--- src/sv/mpsm_pkg.sv ---
package mpsm_pkg;

  // input word kinds, carried in s_tuser
  localparam logic [1:0] KIND_BYTE  = 2'd0;
  localparam logic [1:0] KIND_LAST  = 2'd1;
  localparam logic [1:0] KIND_EMPTY = 2'd2;

  // configuration register indexes
  localparam logic [2:0] REG_ALT_COUNT   = 3'd0;
  localparam logic [2:0] REG_ALT_LENGTHS = 3'd1;
  localparam logic [2:0] REG_ANCHORED    = 3'd2;
  localparam logic [2:0] REG_PATTERN_0   = 3'd3;
  localparam logic [2:0] REG_PATTERN_1   = 3'd4;
  localparam logic [2:0] REG_PATTERN_2   = 3'd5;
  localparam logic [2:0] REG_PATTERN_3   = 3'd6;

  localparam int ALT_SLOTS   = 4;
  localparam int LEN_FIELD_W = 4;
  localparam int BYTES_PER_WORD = 8;
  localparam int QUEUE_DEPTH = 2;

  typedef struct packed {
    logic [2:0]                     alt_count;
    logic [ALT_SLOTS*LEN_FIELD_W-1:0] alt_lengths;
    logic [ALT_SLOTS-1:0]           anchored;
    logic [ALT_SLOTS-1:0][63:0]     patterns;
  } mpsm_cfg_t;

  // classified word handed from front to back
  typedef struct packed {
    logic       last;
    logic       empty;
    logic [7:0] ch;
  } mpsm_item_t;

  function automatic logic [7:0] fold_case(input logic [7:0] c);
    if (c >= 8'h41 && c <= 8'h5a) begin
      return c + 8'h20;
    end
    return c;
  endfunction

endpackage

--- src/sv/mpsm_front.sv ---
module mpsm_front
  import mpsm_pkg::*;
(
  input  logic       s_tvalid,
  output logic       s_tready,
  input  logic [7:0] s_tdata,  // text_byte
  input  logic [1:0] s_tuser,  // kind
  output logic       q_valid,
  input  logic       q_ready,
  output mpsm_item_t q_item
);

  assign s_tready = q_ready;

  // unknown kind is taken and dropped
  always_comb begin
    q_item.ch    = fold_case(s_tdata);
    q_item.last  = 1'b0;
    q_item.empty = 1'b0;
    q_valid      = 1'b0;
    case (s_tuser)
      KIND_BYTE: begin
        q_valid = s_tvalid;
      end
      KIND_LAST: begin
        q_valid     = s_tvalid;
        q_item.last = 1'b1;
      end
      KIND_EMPTY: begin
        q_valid      = s_tvalid;
        q_item.empty = 1'b1;
      end
      default: begin
        q_valid = 1'b0;
      end
    endcase
  end

endmodule

--- src/sv/mpsm_queue.sv ---
module mpsm_queue
  import mpsm_pkg::*;
(
  input  logic       clk,
  input  logic       rst,
  input  logic       push_valid,
  output logic       push_ready,
  input  mpsm_item_t push_item,
  output logic       pop_valid,
  input  logic       pop_ready,
  output mpsm_item_t pop_item
);

  localparam int PTR_W = (QUEUE_DEPTH > 1) ? $clog2(QUEUE_DEPTH) : 1;
  localparam int CNT_W = $clog2(QUEUE_DEPTH + 1);

  mpsm_item_t       slots [QUEUE_DEPTH];
  logic [PTR_W-1:0] wr_ptr;
  logic [PTR_W-1:0] rd_ptr;
  logic [CNT_W-1:0] count;
  logic             do_push;
  logic             do_pop;

  assign push_ready = (count != CNT_W'(QUEUE_DEPTH));
  assign pop_valid  = (count != '0);
  assign pop_item   = slots[rd_ptr];
  assign do_push    = push_valid && push_ready;
  assign do_pop     = pop_valid && pop_ready;

  function automatic logic [PTR_W-1:0] bump(input logic [PTR_W-1:0] p);
    if (p == PTR_W'(QUEUE_DEPTH - 1)) begin
      return '0;
    end
    return p + PTR_W'(1);
  endfunction

  always_ff @(posedge clk) begin
    if (rst) begin
      wr_ptr <= '0;
      rd_ptr <= '0;
      count  <= '0;
    end else begin
      if (do_push) begin
        wr_ptr <= bump(wr_ptr);
      end
      if (do_pop) begin
        rd_ptr <= bump(rd_ptr);
      end
      if (do_push && !do_pop) begin
        count <= count + CNT_W'(1);
      end else if (do_pop && !do_push) begin
        count <= count - CNT_W'(1);
      end
    end
  end

  always_ff @(posedge clk) begin
    if (do_push) begin
      slots[wr_ptr] <= push_item;
    end
  end

endmodule

--- src/sv/mpsm_back.sv ---
module mpsm_back
  import mpsm_pkg::*;
#(
  parameter int MAX_ALTERNATIVES = 4,
  parameter int MAX_PATTERN_LEN  = 8
) (
  input  logic       clk,
  input  logic       rst,
  input  mpsm_cfg_t  cfg,
  input  logic       q_valid,
  output logic       q_ready,
  input  mpsm_item_t q_item,
  output logic       m_tvalid,
  input  logic       m_tready,
  output logic [7:0] m_tdata
);

  localparam int NA    = MAX_ALTERNATIVES;
  localparam int NL    = MAX_PATTERN_LEN;
  localparam int POS_W = $clog2(NL + 1);

  logic [NL-1:0]          pm       [NA];
  logic [NL-1:0]          pm_next  [NA];
  logic [NA-1:0]          prefix_ok;
  logic [NA-1:0]          prefix_ok_next;
  logic [POS_W-1:0]       pos;
  logic [POS_W-1:0]       pos_next;
  logic                   found;
  logic                   found_next;
  logic                   matched;
  logic                   decision;
  logic                   pop;
  logic                   any_empty_alt;
  logic                   any_anchor_ok;
  logic [LEN_FIELD_W-1:0] alt_len  [NA];

  assign q_ready = !m_tvalid || m_tready;
  assign pop     = q_valid && q_ready;
  assign m_tdata = {7'd0, matched};

  // one step per alternative, all in parallel: shift-and, or prefix check if anchored
  always_comb begin
    logic [LEN_FIELD_W-1:0] fld;
    logic [NL-1:0]          eq;
    logic [NL-1:0]          sel;
    logic [NL-1:0]          upd;
    logic [7:0]             pbyte;
    logic                   act;
    logic                   mism;
    found_next    = found;
    any_empty_alt = 1'b0;
    any_anchor_ok = 1'b0;
    pos_next      = (pos == POS_W'(NL)) ? pos : pos + POS_W'(1);
    for (int a = 0; a < NA; a++) begin
      fld        = cfg.alt_lengths[a*LEN_FIELD_W +: LEN_FIELD_W];
      alt_len[a] = (fld > LEN_FIELD_W'(NL)) ? LEN_FIELD_W'(NL) : fld;
      act        = (cfg.alt_count > 3'(a));
      eq         = '0;
      sel        = '0;
      mism       = 1'b0;
      for (int k = 0; k < NL; k++) begin
        pbyte  = fold_case(cfg.patterns[a][k*8 +: 8]);
        eq[k]  = (LEN_FIELD_W'(k) < alt_len[a]) && (pbyte == q_item.ch);
        sel[k] = (alt_len[a] == LEN_FIELD_W'(k + 1));
        if (LEN_FIELD_W'(pos) == LEN_FIELD_W'(k) && LEN_FIELD_W'(k) < alt_len[a] &&
            pbyte != q_item.ch) begin
          mism = 1'b1;
        end
      end
      upd               = ((pm[a] << 1) | NL'(1)) & eq;
      pm_next[a]        = pm[a];
      prefix_ok_next[a] = prefix_ok[a];
      if (act) begin
        if (cfg.anchored[a]) begin
          if (mism) begin
            prefix_ok_next[a] = 1'b0;
          end
        end else if (alt_len[a] != '0) begin
          pm_next[a] = upd;
          if ((upd & sel) != '0) begin
            found_next = 1'b1;
          end
        end
        if (alt_len[a] == '0) begin
          any_empty_alt = 1'b1;
        end
        if (cfg.anchored[a] && prefix_ok_next[a] &&
            LEN_FIELD_W'(pos_next) >= alt_len[a]) begin
          any_anchor_ok = 1'b1;
        end
      end
    end
    if (q_item.empty) begin
      decision = any_empty_alt;
    end else begin
      decision = found_next || any_empty_alt || any_anchor_ok;
    end
  end

  always_ff @(posedge clk) begin
    if (rst) begin
      for (int a = 0; a < NA; a++) begin
        pm[a] <= '0;
      end
      prefix_ok <= '1;
      pos       <= '0;
      found     <= 1'b0;
      m_tvalid  <= 1'b0;
    end else begin
      if (pop) begin
        if (q_item.last || q_item.empty) begin
          for (int a = 0; a < NA; a++) begin
            pm[a] <= '0;
          end
          prefix_ok <= '1;
          pos       <= '0;
          found     <= 1'b0;
        end else begin
          pm        <= pm_next;
          prefix_ok <= prefix_ok_next;
          pos       <= pos_next;
          found     <= found_next;
        end
      end
      if (pop && (q_item.last || q_item.empty)) begin
        m_tvalid <= 1'b1;
      end else if (m_tready) begin
        m_tvalid <= 1'b0;
      end
    end
  end

  always_ff @(posedge clk) begin
    if (pop && (q_item.last || q_item.empty)) begin
      matched <= decision;
    end
  end

endmodule

--- src/sv/multi_pattern_substring_matcher.sv ---
// a final or empty-string word is written into the queue, then popped by the back stage, which
// registers its result word; while a result word stalls, the back stage pops nothing
// throughput: one word per cycle unless a result stalls, set by the back-stage shift-and update
// a stalled result holds the back stage; the front keeps taking words until the queue fills
// reset: synchronous, active high; clears configuration to zero, per-string state and queue
// no clearing pass after reset: the block takes words as soon as rst falls
module multi_pattern_substring_matcher
  import mpsm_pkg::*;
#(
  parameter int MAX_ALTERNATIVES = 4,
  parameter int MAX_PATTERN_LEN  = 8
) (
  input  logic        clk,
  input  logic        rst,
  // configuration write port
  input  logic        cfg_we,
  input  logic [2:0]  cfg_index,
  input  logic [63:0] cfg_data,
  // text words in
  input  logic        s_tvalid,
  output logic        s_tready,
  input  logic [7:0]  s_tdata,   // [7:0] text_byte
  input  logic [1:0]  s_tuser,   // [1:0] kind
  // result words out
  output logic        m_tvalid,
  input  logic        m_tready,
  output logic [7:0]  m_tdata    // [0] matched, [7:1] zero
);

  mpsm_cfg_t  cfg;
  logic       f_valid;
  logic       f_ready;
  mpsm_item_t f_item;
  logic       b_valid;
  logic       b_ready;
  mpsm_item_t b_item;

  // configuration registers: to be written only between strings; the block does not enforce this
  always_ff @(posedge clk) begin
    if (rst) begin
      cfg <= '0;
    end else if (cfg_we) begin
      case (cfg_index)
        REG_ALT_COUNT:   cfg.alt_count   <= cfg_data[2:0];
        REG_ALT_LENGTHS: cfg.alt_lengths <= cfg_data[ALT_SLOTS*LEN_FIELD_W-1:0];
        REG_ANCHORED:    cfg.anchored    <= cfg_data[ALT_SLOTS-1:0];
        REG_PATTERN_0:   cfg.patterns[0] <= cfg_data;
        REG_PATTERN_1:   cfg.patterns[1] <= cfg_data;
        REG_PATTERN_2:   cfg.patterns[2] <= cfg_data;
        REG_PATTERN_3:   cfg.patterns[3] <= cfg_data;
        default: begin
        end
      endcase
    end
  end

  // front: case folding and word classification
  mpsm_front u_front (
    .s_tvalid (s_tvalid),
    .s_tready (s_tready),
    .s_tdata  (s_tdata),
    .s_tuser  (s_tuser),
    .q_valid  (f_valid),
    .q_ready  (f_ready),
    .q_item   (f_item)
  );

  // short queue decouples the input side from a stalled result
  mpsm_queue u_queue (
    .clk        (clk),
    .rst        (rst),
    .push_valid (f_valid),
    .push_ready (f_ready),
    .push_item  (f_item),
    .pop_valid  (b_valid),
    .pop_ready  (b_ready),
    .pop_item   (b_item)
  );

  // back: shift-and matching state and the registered result word
  mpsm_back #(
    .MAX_ALTERNATIVES (MAX_ALTERNATIVES),
    .MAX_PATTERN_LEN  (MAX_PATTERN_LEN)
  ) u_back (
    .clk      (clk),
    .rst      (rst),
    .cfg      (cfg),
    .q_valid  (b_valid),
    .q_ready  (b_ready),
    .q_item   (b_item),
    .m_tvalid (m_tvalid),
    .m_tready (m_tready),
    .m_tdata  (m_tdata)
  );

endmodule

--- config.mk ---
export PLATFORM = sky130hd
export DESIGN_NAME = multi_pattern_substring_matcher
export DESIGN_NICKNAME = d
export VERILOG_FILES = /design/src/sv/mpsm_pkg.sv /design/src/sv/mpsm_front.sv /design/src/sv/mpsm_queue.sv /design/src/sv/mpsm_back.sv /design/src/sv/multi_pattern_substring_matcher.sv
export SDC_FILE = /design/constraint.sdc
export NUM_CORES = 1
export LEC_CHECK = 0
export BUFFER_PORTS_ARGS = -buffer_cell sky130_fd_sc_hd__buf_4
export CAP_MARGIN = 10
export CORE_UTILIZATION = 65
export CTS_CLUSTER_DIAMETER = 150
export DETAILED_ROUTE_END_ITERATION = 8
export GPL_ROUTABILITY_DRIVEN = 0
export PLACE_DENSITY_LB_ADDON = 0.1
export SLEW_MARGIN = 25
export SYNTH_ARGS = -nofsm -noshare
export SYNTH_HDL_FRONTEND = slang
export SYNTH_HIERARCHICAL = 1
export SYNTH_SLANG_ARGS = --single-unit
export TNS_END_PERCENT = 5
--- constraint.sdc ---
create_clock -name clk -period 5.3 [get_ports clk]
set_clock_uncertainty 0.05 [all_clocks]
set_input_delay 0.265 -clock clk [delete_from_list [all_inputs] [get_ports clk]]
set_output_delay 0.265 -clock clk [all_outputs]
set_load 0.01 [all_outputs]
==> results of run 1 <==
==> placed cells by master (no fill, tap or decap), drive strengths merged, types with 55 or more instances in the layout <==
cell type,instances
a21oi,83
dfxtp,322
nor2,126
clkbuf,55
xnor2,144
nor3,83
buf,114
nand2,104
nand3,58
xor2,98
mux2i,287
nand2b,373
==> cell families after synthesis <==
family	share of synthesized area [%]
simple gates	25.0
flops	32.5
buf+inv	4.37
fa+ha+maj	3.10
mux	13.8
other cells	0.0172
compound gates	11.3
xor+xnor	9.84
==> final cells by class <==
cell class	count	share of cell area [%]
tap	442	2.32
timing repair buffer	121	4.00
inverter	41	0.645
sequential	343	29.7
clock inverter	15	0.860
clock buffer	54	4.71
multi-input combinational	1899	57.8
==> per-stage QoR <==
stage	hold WS, ns	util [%]	power (mW)	worst slack [ns]
6_report	0.00619	72.8	7.83	0.913
5_1_grt	0.00339	72.8	8.12	0.675
4_1_cts	0.00177	72.8	7.81	0.987
3_5_place_dp	0.399	68.5	5.00	0.997
3_3_place_gp	0.391	68.5	4.93	1.16
2_1_floorplan	0.284	-	4.45	1.96
==> path summary, 6_finish.rpt <==
path                       from  depth (start not counted)                   to
hold reg to reg   u_back/pm[22]                          2        u_back/pm[22]
setup / recovery       register                         12       u_back/matched
hold / removal       s_tuser[1]                          2  u_queue/slots[0][9]
setup reg to reg       register                         12       u_back/matched
==> state kept, by name (all words and copies together) (netlist names), named ones only <==
register	count
u_back/prefix_ok	4
u_queue/count	2
u_queue/wr_ptr	1
u_back/pos	4
cfg	279
u_back/m_tvalid	1
u_queue/rd_ptr	1
u_back/pm	28
u_queue/slots	20
u_back/found	1
u_back/matched	1
==> routing by layer <==
| metal | vias to the layer above | routed length, um |
|---|---|---|
| li1 | 8620 | - |
| met1 | 8893 | 25200 |
| met2 | 787 | 28100 |
| met3 | 219 | 4780 |
| met4 | 0 | 2880 |
| met5 | - | 0 |
==> where the power goes <==
| part | switching, mW | internal [mW] | leakage, nW |
|---|---|---|---|
| logic | 1.36 | 0.860 | 6.28 |
| registers | 0.104 | 2.69 | 2.80 |
| clock network | 1.10 | 1.73 | 0.655 |
==> out/metrics.yaml, run 1 <==
run_status:
  outcome: "completed"
setup_path:
  crit_path_max_incr_delay_ns: 0.81
  end_kind: "register"
  crit_required_ns: 5.63
  path_delay_family: "compound AO/OA/AOI/OAI gates"
  critPathKind: "register to register"
  cp_slowest_cell: "mux2_2"
  crit_fanout: 26
  rrSetupSlack_ns: 0.91
  crit_buf_inv: 1
  start_kind: "register"
  worst-endpoint-arrival_ns: 4.72
  worstPathCellList: "mux2_2, buf_4, xnor2_2, xnor2_1, or4_1, a2111o_1, o2111ai_1, o31ai_1, nor4_2, a22oi_1, and3_1, a32oi_1"
drt:
  drc: 0
  ant_nets: 0
  wl_um: 61000
  vias: 18500
  drt_pre_antenna_iters: 9
  wl_per_cell_um: 20.9
  via_per_inst: 6.35
  drt-initial-drc-count: 1752
logic_synthesis:
  synthCells: 2426
  syn_avg_cell_area_um2: 8.98
  synth_top_area_share_pct: 29.6
  synth-main-ff-cell: "dfxtp_1"
  yosysWarnings: 6
  async_flop_share_pct: 0
  synth_edf_count: 21
  netlist_top_cells_area: "dfxtp_1 30%, mux2i_1 13%, nand2b_1 11%"
  yosys-top-cells-count: "373 x nand2b_1, 322 x dfxtp_1, 287 x mux2i_1"
  ys_ff_latch: 343
  yosysMostFrequentCell: "nand2b_1"
  netlist_area_um2: 21800
  yosysTopAreaCell: "dfxtp_1"
  synth.distinct_cells: 101
  ys_seq_area_share_pct: 32.5
layout:
  fin_cells: 2915
  multi_input_area_um2: 13800
  layout-drive-gt1-share_pct: 9.66
  seqCellArea_um2: 7080
  postLayoutCellArea_um2: 23900
  syn_to_final_growth_pct: 9.59
  fin_nets: 2581
  diodes: 0
  fillCellCount: 2498
floorplan:
  std_cell_rows: 66
  die_area_um2: 34200
  die_y_um: 185
  io_pins: 92
  core_um2: 32800
  die_w_um: 185
  start_util_pct: 66.4
cts:
  cts.path.max_buffers: 3
  htree_levels: 2
  cts_tree: "built"
  cts_resized: 0
  post-cts-setup-buffers: 0
  postCtsHoldBufs: 6
  root_buffer: "clkbuf_16"
  cts_buffers: 39
  clkLatencyLatePin_ns: 0.54
  clkSlewWorstSetupHoldPaths_ns: 0.06
  cts.sinks: 343
sta:
  setup-tns-final_ns: 0
  final-setup-viol-count: 0
  min_period_ns: 4.39
  timing.final.crit_share_pct: 82.8
  worstMarginPinSlew_ns: 0.997
  maxSlewViolCount: 0
  maxSlewHeadroom_pct: 33.4
  hold_violations: 0
  max_freq_mhz: 228
  grt_setup_unrepaired: "false"
global_route:
  met2_usage_pct: 58.5
  grtUsageMet3_pct: 6.82
  grt_pass1_vias: 17700
  top_usage_layer: "met2"
  grt_pass1_wl_um: 95400
  antenna_found_initial: 0
  met1_usage_pct: 44.3
  track_usage_pct: 35.5
  grt-ovfl-total: 0
  grt_start_max_net_pins: 153
power:
  cellPowerDensity_nw_per_um2: 328
  ir_drop_mv: 0.291
  p_leak_nw: 9.73
job:
  maxCapViolations: 0
placement:
  hpwl_um: 42300
  place_area_um2: 22500
  dp.cells: 2840
  port_buffers: 84
min_path:
  worstHoldPathType: "primary input to register"
Note: power is estimated with default switching activity, not from simulation.
==> run 2: changes to the inputs <==
- CORE_UTILIZATION: 65 -> 63
- clock period: 5.3 -> 4.54 ns (I/O delays scaled with it)
==> run 2 against run 1 <==
Effect of this change: sequential cell count is the same; combinational power grew 20%; sequential power rose by 17%; core utilization shrank 1.5 points; register-to-register slack lost 0.58 ns; critical path type unchanged; critical endpoint unchanged; highest routed layer unchanged.
==> out/metrics.yaml, run 2 (same netlist as run 1, synthesis figures left out) <==
placement:
  hpwl_um: 43200
  port_buffers: 84
  place_ws_ns: 0.442
layout:
  layout-drive-gt1-share_pct: 9.52
  diodes: 0
  top_regs: "cfg (279), u_back/pm (28), u_queue/slots (20)"
  top_register: "cfg"
  syn_to_final_growth_pct: 10.7
  fin_nets: 2613
  largest_reg_flops: 279
  final_cell_mix: "373 x nand2b_1, 322 x dfxtp_1, 287 x mux2i_1"
  final_common_cell: "nand2b_1"
setup_path:
  worst-endpoint-arrival_ns: 4.45
  start_kind: "register"
  cp_slowest_cell: "mux2_2"
  crit_required_ns: 4.78
  crit_buf_inv: 1
  critPathKind: "register to register"
  rr_endpoint: "u_back/matched"
  reg2reg_depth: 11
  path_delay_family: "compound AO/OA/AOI/OAI gates"
  worstPathCellList: "mux2_2, buf_4, nor3_1, o31a_1, a311oi_1, nor4b_1, o31ai_1, o311ai_0, or4_4, nor3_2, a32oi_1"
  crit_fanout: 25
  crit_path_max_incr_delay_ns: 0.66
  rrSetupSlack_ns: 0.33
  end_kind: "register"
sta:
  final-setup-viol-count: 0
  timing.final.crit_share_pct: 92.6
  worstMarginPinSlew_ns: 1.11
  grt_setup_unrepaired: "false"
  min_period_ns: 4.21
  maxSlewViolCount: 0
  final.setup.worst_slack_ns: 0.334
  holdWs_ns: 0.00923
  setup-tns-final_ns: 0
  max_freq_mhz: 238
  maxSlewHeadroom_pct: 26.2
  hold_violations: 0
drt:
  wl_um: 63000
  via_per_inst: 6.36
  drc: 0
  ant_nets: 0
  wl_per_cell_um: 21.4
  drt_pre_antenna_iters: 6
  vias: 18800
  drt-initial-drc-count: 1721
floorplan:
  die_y_um: 188
  core_um2: 33800
  start_util_pct: 64.5
  die_area_um2: 35300
  io_pins: 92
  die_w_um: 188
  std_cell_rows: 67
run_status:
  outcome: "completed"
cts:
  root_buffer: "clkbuf_16"
  cts.sinks: 343
  cts_buffers: 39
  post-cts-setup-buffers: 0
  htree_levels: 2
  postCtsHoldBufs: 33
  cts_tree: "built"
  cts.path.max_buffers: 3
  clkLatencyLatePin_ns: 0.56
  clkSlewWorstSetupHoldPaths_ns: 0.06
  cts_resized: 0
power:
  p_clk_share_pct: 34.2
  intPower_mw: 5.99
  p_sw_share_pct: 33.5
  ir_drop_mv: 0.315
  switchingPower_mw: 3.02
  p_comb_share_pct: 29.5
  p_seq_share_pct: 36.3
  cellPowerDensity_nw_per_um2: 374
  p_leak_nw: 9.84
min_path:
  worstHoldPathType: "primary input to register"
  hold_depth: 3
  min_to: "cfg[215]"
  min_from: "cfg_data[23]"
global_route:
  track_usage_pct: 35.3
  grt_start_max_net_pins: 199
  antenna_found_initial: 1
  grt-ovfl-total: 0
  grt_pass1_vias: 18600
  grt_pass1_wl_um: 99400
job:
  maxCapViolations: 0
## run 2: cell count changes in the layout (fill, tap and decap cells not counted), sizes merged
cell         change
buf              +5
bufinv           -4
clkbuf           +2
clkinv           -1
clkinvlp         -1
dlygate4sd3     +27
inv              -1
## run 2: worst max path at each step
| stage | start | to | slack (ns) | depth (start not counted) |
|---|---|---|---|---|
| floorplan | register | u_back/matched | 1.20 | 14 |
| global placement | register | u_back/matched | 0.50 | 11 |
| global route | register | u_back/matched | 0.13 | 11 |
| finish | register | u_back/matched | 0.33 | 11 |
| detailed placement | register | u_back/matched | 0.44 | 12 |
| CTS | register | u_back/matched | 0.44 | 11 |
## run 2: metrics by stage
step | area [um^2] | total power, mW | std cells | util, %
global placement | 22500 | 5.78 | 2850 | 66.6
global route | 24100 | 9.32 | 2948 | 71.3
finish | 24100 | 9.01 | 2948 | 71.3
CTS | 24100 | 8.96 | 2947 | 71.2
detailed placement | 22500 | 5.86 | 2850 | 66.6
floorplan | 21800 | 5.20 | 2432 | -
## run 2: final cells by class
cell class                      instances  area, um^2
Clock inverter                          8        65.1
Timing Repair Buffer                  153        1280
Multi-Input combinational cell       1899       13800
Sequential cell                       343        7080
Fill cell                            2613        9680
Clock buffer                           56        1150
Inverter                               41         154
Tap cell                              448         561
## run 2: power groups by stage
stage	registers (mW)	logic, mW	clock network [mW]
CTS	3.26	2.58	3.11
global route	3.28	2.82	3.22
global placement	3.32	2.46	0
floorplan	3.28	1.92	0
finish	3.27	2.66	3.08
detailed placement	3.33	2.54	0
## run 2: worst min-delay path, cell delays in order
cell	delay (ns)
buf_4	0.08
nand2b_1	0.13
mux2i_1	0.14
## run 2: per-layer routing
layer  vias up  wire length, um  GRT usage [%]
met3       231             4560           5.24
met5         -                0              0
met1      8998            26300           44.6
li1       8686                -              -
met4         0             3070           18.9
met2       835            29100           58.0
